<file path="src/sv/vrdt_pkg.sv">
// Shared types, constants and helpers for the voxel ray traversal block.
// No dependencies; compiled before the interfaces and modules.
package vrdt_pkg;
    localparam int unsigned CoordW   = 5;
    localparam int unsigned GridDim  = 32;
    localparam int unsigned CellW    = 12;   // signed cell coordinate while walking
    localparam int unsigned AddrW    = 15;
    localparam int unsigned ColourW  = 24;
    localparam int unsigned StepW    = 10;
    localparam int unsigned ExtW     = 6;
    localparam int unsigned TW       = 32;
    localparam int unsigned CfgIdxW  = 2;
    localparam int unsigned CfgDataW = 10;
    localparam logic [StepW-1:0] StepLimitMax = 10'd1023;
    localparam logic [TW-1:0] TInf = 32'hFFFF_FFFF;

    localparam logic [CfgIdxW-1:0] CfgMaxSteps = 2'd0;
    localparam logic [CfgIdxW-1:0] CfgExtentX  = 2'd1;
    localparam logic [CfgIdxW-1:0] CfgExtentY  = 2'd2;
    localparam logic [CfgIdxW-1:0] CfgExtentZ  = 2'd3;

    localparam logic OpWrite = 1'b0;
    localparam logic OpTrace = 1'b1;

    typedef struct packed {
        logic                opcode;
        logic [CoordW-1:0]   cell_x;
        logic [CoordW-1:0]   cell_y;
        logic [CoordW-1:0]   cell_z;
        logic                solid_in;
        logic [ColourW-1:0]  colour_in;
        logic signed [15:0]  origin_x;
        logic signed [15:0]  origin_y;
        logic signed [15:0]  origin_z;
        logic signed [15:0]  dir_x;
        logic signed [15:0]  dir_y;
        logic signed [15:0]  dir_z;
    } t_in_word;

    typedef struct packed {
        logic               hit;
        logic [CoordW-1:0]  hit_x;
        logic [CoordW-1:0]  hit_y;
        logic [CoordW-1:0]  hit_z;
        logic [ColourW-1:0] colour_out;
    } t_out_word;

    // Controller to datapath.
    typedef struct packed {
        logic load;      // capture the input word, start reciprocal divide
        logic div_step;  // one restoring-divide bit on every axis
        logic tmax_calc; // compute first boundary t from delta
        logic clr_gen;   // clear sweep advance
        logic write;     // store one voxel
        logic probe;     // read current cell
        logic advance;   // take one DDA step
    } t_dp_cmd;

    // Datapath to controller.
    typedef struct packed {
        logic div_done;
        logic clr_done;
        logic in_grid;
        logic solid;     // registered read of the probed cell
    } t_dp_sts;

    function automatic logic [ExtW-1:0] clamp_ext(input logic [ExtW-1:0] e);
        return (e > ExtW'(GridDim)) ? ExtW'(GridDim) : e;
    endfunction

    function automatic logic [TW-1:0] sat_add(input logic [TW-1:0] a,
                                              input logic [TW-1:0] b);
        logic [TW:0] s;
        s = {1'b0, a} + {1'b0, b};
        return s[TW] ? TInf : s[TW-1:0];
    endfunction
endpackage

</file>
<file path="src/sv/vrdt_ctrl.sv">
// Controller: sequences clear sweep, writes, divide setup and DDA stepping.
// Depends on vrdt_pkg.
module vrdt_ctrl (
    input  logic                          i_clk,
    input  logic                          i_rst_n,
    input  logic                          i_in_valid,
    input  logic                          i_in_op,
    output logic                          o_in_ready,
    input  logic                          i_out_ready,
    output logic                          o_out_valid,
    output logic                          o_miss,
    input  logic [vrdt_pkg::StepW-1:0]    i_step_limit,
    input  vrdt_pkg::t_dp_sts             i_sts,
    output vrdt_pkg::t_dp_cmd             o_cmd
);
    typedef enum logic [2:0] {
        S_CLEAR, S_IDLE, S_DIV, S_TMAX, S_STEP, S_CHECK, S_OUT
    } t_state;

    t_state r_state;
    logic [vrdt_pkg::StepW-1:0] r_cnt;
    logic r_miss;
    logic accept;

    assign o_in_ready  = (r_state == S_IDLE);
    assign accept      = i_in_valid && o_in_ready;
    assign o_out_valid = (r_state == S_OUT);
    assign o_miss      = r_miss;

    always_comb begin
        o_cmd = '0;
        o_cmd.clr_gen   = (r_state == S_CLEAR);
        o_cmd.write     = accept && (i_in_op == vrdt_pkg::OpWrite);
        o_cmd.load      = accept && (i_in_op == vrdt_pkg::OpTrace);
        o_cmd.div_step  = (r_state == S_DIV) && !i_sts.div_done;
        o_cmd.tmax_calc = (r_state == S_TMAX);
        o_cmd.probe     = (r_state == S_STEP) && (r_cnt != '0) && i_sts.in_grid;
        o_cmd.advance   = (r_state == S_STEP) && (r_cnt != '0);
    end

    always_ff @(posedge i_clk) begin
        if (!i_rst_n) begin
            r_state <= S_CLEAR;
            r_cnt   <= '0;
            r_miss  <= 1'b1;
        end else begin
            unique case (r_state)
                S_CLEAR: if (i_sts.clr_done) r_state <= S_IDLE;
                S_IDLE: begin
                    if (o_cmd.load) r_state <= S_DIV;
                end
                S_DIV: if (i_sts.div_done) r_state <= S_TMAX;
                S_TMAX: begin
                    r_cnt   <= (i_step_limit > vrdt_pkg::StepLimitMax)
                               ? vrdt_pkg::StepLimitMax : i_step_limit;
                    r_state <= S_STEP;
                end
                S_STEP: begin
                    if (r_cnt == '0) begin
                        r_miss  <= 1'b1;
                        r_state <= S_OUT;
                    end else if (i_sts.in_grid) begin
                        r_cnt   <= r_cnt - 1'b1;
                        r_state <= S_CHECK;
                    end else begin
                        r_cnt <= r_cnt - 1'b1;
                    end
                end
                S_CHECK: begin
                    if (i_sts.solid) begin
                        r_miss  <= 1'b0;
                        r_state <= S_OUT;
                    end else begin
                        r_state <= S_STEP;
                    end
                end
                S_OUT: if (i_out_ready) r_state <= S_IDLE;
                default: r_state <= S_IDLE;
            endcase
        end
    end
endmodule

</file>
<file path="config.mk">
export PLATFORM = sky130hd
export DESIGN_NAME = vrdt_ctrl
export DESIGN_NICKNAME = d
export VERILOG_FILES = /design/src/sv/vrdt_pkg.sv /design/src/sv/vrdt_ctrl.sv
export SDC_FILE = /design/constraint.sdc
export NUM_CORES = 1
export LEC_CHECK = 0
export ABC_CLOCK_PERIOD_IN_PS = 3800
export CORE_MARGIN = 2
export CORE_UTILIZATION = 60
export DETAILED_ROUTE_END_ITERATION = 12
export DONT_BUFFER_PORTS = 1
export HOLD_SLACK_MARGIN = 0.06
export PLACE_DENSITY = 0.74
export RECOVER_POWER = 25
export SLEW_MARGIN = 20
export SYNTH_ARGS = -nofsm -noshare
export SYNTH_HDL_FRONTEND = slang
export SYNTH_SLANG_ARGS = --single-unit
export TNS_END_PERCENT = 100
</file>
<file path="constraint.sdc">
create_clock -name i_clk -period 3.8 [get_ports i_clk]
set_input_delay 0.19 -clock i_clk [delete_from_list [all_inputs] [get_ports i_clk]]
set_output_delay 0.19 -clock i_clk [all_outputs]
set_load 0.03 [all_outputs]
</file>
==> results.py, run 1 <==
metrics = {
    "sta": {
        "drv_slew": 0,
        "hold_viol": 0,
        "setup_tns_ns": 0,
        "worstMarginPinSlew_ns": 1.45,
        "holdWs_ns": 0.0990,
        "skew_ns": 0.00451,
        "rsz0062_at_grt": "false",
        "slew_headroom_pct": 1.69,
        "finalSetupViolCount": 0,
        "finalCriticalPeriod_ns": 2.74,
        "fin_crit_sh_pct": 72.0,
        "fmax_mhz": 365,
    },
    "finish": {
        "finish.utilization_pct": 67.3,
        "drive_gt1_share_pct": 13.1,
        "antenna_cells": 0,
        "syn_to_final_growth_pct": 6.66,
        "seq_area_um2": 280,
        "multiInputGateArea_um2": 737,
        "n_fill_cell": 156,
        "nets": 167,
    },
    "power_and_ir_drop": {
        "seq_power_share_pct": 46.5,
        "clock_power_share_pct": 30.8,
        "power.net_switching_mw": 0.120,
        "p_sw_share_pct": 33.5,
        "power_frac_comb_pct": 22.7,
        "power.leakage_nw": 0.411,
        "ir_worst_vdd_uv": 203,
        "p_int_mw": 0.237,
        "p_total_mw": 0.357,
        "power.density_nw_per_um2": 307,
    },
    "global_route": {
        "grt_max_degree": 19,
        "antenna_found_initial": 0,
        "overflow": 0,
        "grt_pass1_vias": 910,
        "grt_pass1_wl_um": 4260,
        "grt_usage_pct": 28.1,
    },
    "logic_synthesis": {
        "synth.most_common_cell": "nand2_1",
        "synthArstFlopShare_pct": 0,
        "synth.top_cell.area_share_pct": 25.7,
        "synth_fp_nets": 166,
        "synthXorXnorAreaFrac_pct": 0,
        "avgSynthCellArea_um2": 7.52,
        "synth-main-ff-cell": "dfxtp_1",
        "synth_enable_flop_cells": 0,
        "ys_ff_latch": 14,
        "synth_fa_ha_area_share_pct": 2.30,
        "netlist-cell-type-count": 49,
        "ys_seq_area_share_pct": 25.7,
        "yosysWarnings": 0,
        "synthMuxAreaShare_pct": 1.95,
        "synthTopCellsByArea": "dfxtp_1 26%, a21oi_1 5.5%, nand2_1 5.2%",
        "synth_compound_area_share_pct": 29.4,
        "syn_inst": 145,
        "synth_area_leader_cell": "dfxtp_1",
        "synthSimpleGateAreaFrac_pct": 34.0,
        "netlist_top_cells_count": "15 x nand2_1, 14 x dfxtp_1, 12 x a21oi_1",
        "synth_top_family_by_area": "simple AND/OR/NAND/NOR gates",
        "syn_area_um2": 1090,
    },
    "detailed_routing": {
        "wl_um": 2720,
        "vias": 1122,
        "ant_nets": 0,
        "drc": 0,
        "via_per_inst": 6.60,
        "dr.first_iter.drc_count": 54,
        "wl_per_cell_um": 16.0,
        "dr.pass1.iters": 4,
    },
    "cts": {
        "clk_latency_ns": 0.29,
        "clock_path_buffers": 2,
        "postCtsHoldBufs": 3,
        "ctsResizeCount": 0,
        "cts_tree": "built",
        "htree_levels": 1,
        "cts.clk_slew.worst_paths_ns": 0.08,
        "cts_buffers": 3,
        "cts_setup_buffers": 0,
        "cts_root_buf": "clkbuf_4",
        "cts_sinks": 14,
    },
    "worst_setup_path": {
        "crit_fanout": 9,
        "critPathRequiredTime_ns": 3.61,
        "critPathCaptureType": "primary output",
        "critPathArrivalTime_ns": 2.55,
        "criticalPathCategory": "reg2out",
        "cp-start-kind": "flip-flop",
    },
    "job": {
        "drv_cap": 0,
    },
    "die": {
        "placementRows": 15,
        "die_y_um": 46.6,
        "start_util_pct": 63.1,
        "io_pins": 29,
        "die_area_um2": 2170,
        "die_x_um": 46.6,
        "fp.coreArea_um2": 1730,
    },
    "placed_design": {
        "gp_congestion": 0.878,
        "dp_hpwl_um": 1960,
        "io_buffers": 0,
    },
    "run_status": {
        "status": "finished clean",
    },
    "worst_hold_path": {
        "worstHoldPathType": "in2reg",
    },
}
[layout by cell type, fill, tap and decap left out, types with 3 or more instances in the layout]
cell / Yosys / routed
dlygate4sd3_1: 0 / 4
dfxtp_1: 14 / 14
nor3_1: 4 / 4
nand4_1: 4 / 4
a31oi_1: 4 / 4
nor2_1: 11 / 11
nor4_1: 3 / 3
nand2_1: 15 / 15
nand3_1: 6 / 6
o21ai_0: 4 / 4
nor2b_1: 3 / 3
clkbuf_4: 0 / 3
inv_1: 7 / 7
a21oi_1: 12 / 12
[critical path, cell delays in order, from the launching register on]
cell and delay [ns]:
dfxtp_1 0.36, inv_1 0.09, ha_1 0.32, or4b_4 0.53, o31ai_4 0.39, inv_2 0.23
and2_2 0.32
[flip-flops by register name (all words and copies together) (netlist names)]
name	flops
r_cnt	10
r_state	3
o_miss	1
[worst paths after layout]
check / endpoint / cells after the start / startpoint / slack, ns
setup / recovery: o_cmd[1] / 6 / r_cnt[0] / 1.06
hold reg to reg: r_cnt[7] / 2 / r_cnt[7] / 0.49
setup reg to reg: r_state[1] / 4 / r_state[1] / 1.21
hold / removal: r_cnt[7] / 2 / i_step_limit[7] / 0.1
[per-layer routing]
| metal | part of all wire [%] | vias up | global-route usage, % |
|---|---|---|---|
| met5 | 0 | - | 0 |
| met3 | 7.2 | 2 | 9.80 |
| met2 | 45 | 35 | 39.7 |
| met1 | 47 | 533 | 40.0 |
| met4 | 0.70 | 0 | 8.33 |
| li1 | - | 552 | - |
[metrics by stage]
step                instance area (um2)  setup slack, ns  std cells
CTS                                1160             1.08        169
detailed placement                 1100             1.42        162
global placement                   1100             1.48        162
finish                             1160             1.06        170
global route                       1160            0.930        170
floorplan                          1090             1.52        145
[power groups by stage]
stage	clock network (mW)	registers [mW]	logic (mW)
2_1_floorplan	0	0.159	0.0748
3_3_place_gp	0	0.169	0.0785
5_1_grt	0.121	0.167	0.0894
6_report	0.110	0.166	0.0811
4_1_cts	0.113	0.166	0.0828
3_5_place_dp	0	0.170	0.0790
[cells by family after synthesis]
kind of cell / Yosys count
AND/OR/NAND/NOR: 65
buffers and inverters: 18
AO/OA/AOI/OAI: 44
adder cells (fa/ha/maj): 2
flip-flops: 14
multiplexers: 2
[final cells by class]
cell class                 instances  share of cell area, %
multi-input combinational        113                   63.4
sequential                        14                   24.1
timing repair buffer               5                   3.77
clock buffer                       4                   3.12
inverter                           9                   2.91
tap                               25                   2.69
No activity file was read; power rests on OpenSTA's default activity.
==> inputs of run 2 (changes only) <==
--- a/config.mk
+++ b/config.mk
@@ -5,13 +5,13 @@
 export SDC_FILE = /design/constraint.sdc
 export NUM_CORES = 1
 export LEC_CHECK = 0
-export ABC_CLOCK_PERIOD_IN_PS = 3800
+export ABC_CLOCK_PERIOD_IN_PS = 2300
 export CORE_MARGIN = 2
-export CORE_UTILIZATION = 60
+export CORE_UTILIZATION = 55
 export DETAILED_ROUTE_END_ITERATION = 12
 export DONT_BUFFER_PORTS = 1
 export HOLD_SLACK_MARGIN = 0.06
-export PLACE_DENSITY = 0.74
+export PLACE_DENSITY = 0.71
 export RECOVER_POWER = 25
 export SLEW_MARGIN = 20
 export SYNTH_ARGS = -nofsm -noshare
==> constraint.sdc (replaced) <==
create_clock -name i_clk -period 2.3 [get_ports i_clk]
set_input_delay 0.115 -clock i_clk [delete_from_list [all_inputs] [get_ports i_clk]]
set_output_delay 0.115 -clock i_clk [all_outputs]
set_load 0.03 [all_outputs]
==> results.py, run 2 (synthesis results as in run 1) <==
metrics = {
    "placed_design": {
        "dp_hpwl_um": 2090,
        "gp_congestion": 0.918,
        "io_buffers": 0,
    },
    "sta": {
        "hold_viol": 0,
        "fmax_mhz": 454,
        "drv_slew": 0,
        "finalCriticalPeriod_ns": 2.20,
        "fin_crit_sh_pct": 95.8,
        "slew_headroom_pct": 61.5,
        "worstMarginPinSlew_ns": 0.576,
        "setup_tns_ns": 0,
        "rsz0062_at_grt": "false",
        "finalSetupViolCount": 0,
        "skew_ns": 0.00271,
    },
    "power_and_ir_drop": {
        "p_sw_share_pct": 34.0,
        "power.density_nw_per_um2": 482,
        "power_frac_comb_pct": 24.3,
        "clock_power_share_pct": 30.5,
        "power.net_switching_mw": 0.206,
        "power.leakage_nw": 0.467,
        "ir_worst_vdd_uv": 410,
        "p_int_mw": 0.400,
        "seq_power_share_pct": 45.1,
    },
    "job": {
        "drv_cap": 0,
    },
    "finish": {
        "syn_to_final_growth_pct": 15.3,
        "nets": 179,
        "drive_gt1_share_pct": 17.2,
        "seq_area_um2": 280,
        "layout_commonest_cell": "nand2_1",
        "largest_reg_flops": 10,
        "finish.utilization_pct": 65.4,
        "n_fill_cell": 174,
        "antenna_cells": 0,
        "multiInputGateArea_um2": 737,
        "final_cell_mix": "15 x nand2_1, 14 x dfxtp_1, 12 x a21oi_1",
        "regMostFlops": "r_cnt",
    },
    "global_route": {
        "grt_pass1_vias": 1079,
        "antenna_found_initial": 0,
        "grt_max_degree": 19,
        "grt_pass1_wl_um": 5070,
        "overflow": 0,
        "grt_usage_pct": 26.8,
    },
    "worst_setup_path": {
        "critPathRequiredTime_ns": 2.18,
        "crit_fanout": 7,
        "critPathCaptureType": "primary output",
        "cp-start-kind": "flip-flop",
        "critPathArrivalTime_ns": 2.09,
        "criticalPathCategory": "reg2out",
    },
    "cts": {
        "cts.clk_slew.worst_paths_ns": 0.09,
        "cts_sinks": 14,
        "cts_tree": "built",
        "cts_buffers": 3,
        "ctsResizeCount": 0,
        "clk_latency_ns": 0.29,
        "clock_path_buffers": 2,
        "htree_levels": 1,
        "cts_root_buf": "clkbuf_4",
    },
    "die": {
        "placementRows": 16,
        "fp.coreArea_um2": 1920,
        "die_y_um": 48.5,
        "io_pins": 29,
        "die_x_um": 48.5,
        "start_util_pct": 56.7,
        "die_area_um2": 2350,
    },
    "detailed_routing": {
        "via_per_inst": 6.47,
        "wl_um": 2980,
        "vias": 1191,
        "dr.first_iter.drc_count": 87,
        "ant_nets": 0,
        "wl_per_cell_um": 16.2,
        "dr.pass1.iters": 5,
        "drc": 0,
    },
    "run_status": {
        "status": "finished clean",
    },
    "worst_hold_path": {
        "worstHoldPathType": "in2reg",
    },
}
-- run 2: path summary, 6_finish.rpt --
path | from | to | slack (ns) | cells past startpoint
setup reg to reg | r_state[1] | r_cnt[0] | 0.19 | 4
hold reg to reg | r_cnt[7] | r_cnt[7] | 0.50 | 2
hold / removal | i_step_limit[6] | r_cnt[6] | 0.07 | 2
setup / recovery | r_cnt[0] | o_cmd[1] | 0.1 | 6
-- run 2: power groups by stage --
stage	sequential, mW	clock, mW	combinational, mW
after global placement	0.279	0	0.141
after detailed placement	0.280	0	0.143
after floorplan	0.262	0	0.124
after CTS	0.274	0.186	0.155
final	0.273	0.185	0.147
after global routing	0.277	0.199	0.160
-- run 2: critical path, stage by stage, from the launching register on --
cell and delay, ns:
dfxtp_1 0.35, inv_1 0.09, ha_1 0.17, or4b_4 0.50
o31ai_4 0.29, inv_2 0.12, and2_2 0.28
-- run 2: layout make-up --
class	count	area share (%)
clock buffer	4	2.89
sequential	14	22.3
inverter	9	2.69
timing repair buffer	17	10.8
tap	27	2.69
multi-input combinational	113	58.7
-- run 2: what timing repair did --
action                                  in CTS  in global routing
hold buffers                                 6                  0
buffers inserted                             1                  0
endpoints found under the setup margin       1                  0
endpoints found under the hold margin       11                  0
-- run 2: routing by layer --
metal  part of all wire, %  up-vias  GRT usage [%]  wire, um
li1                      -      568              -         -
met1                    43      541           38.4      1280
met2                    46       77           42.4      1380
met3                   9.8        5           3.70       292
met4                  0.84        0           7.62        25
met5                     0        -              0         0
-- run 2: per-stage QoR --
step	cell area, um2	cells	power [mW]	setup WS, ns	hold slack (ns)
after floorplan	1090	145	0.386	0.0199	0.268
after global placement	1170	173	0.420	0.326	0.240
after detailed placement	1170	173	0.423	0.254	0.244
after CTS	1270	184	0.616	0.111	0.0716
after global routing	1260	184	0.637	0.0176	0.0716
final	1260	184	0.606	0.0960	0.0682
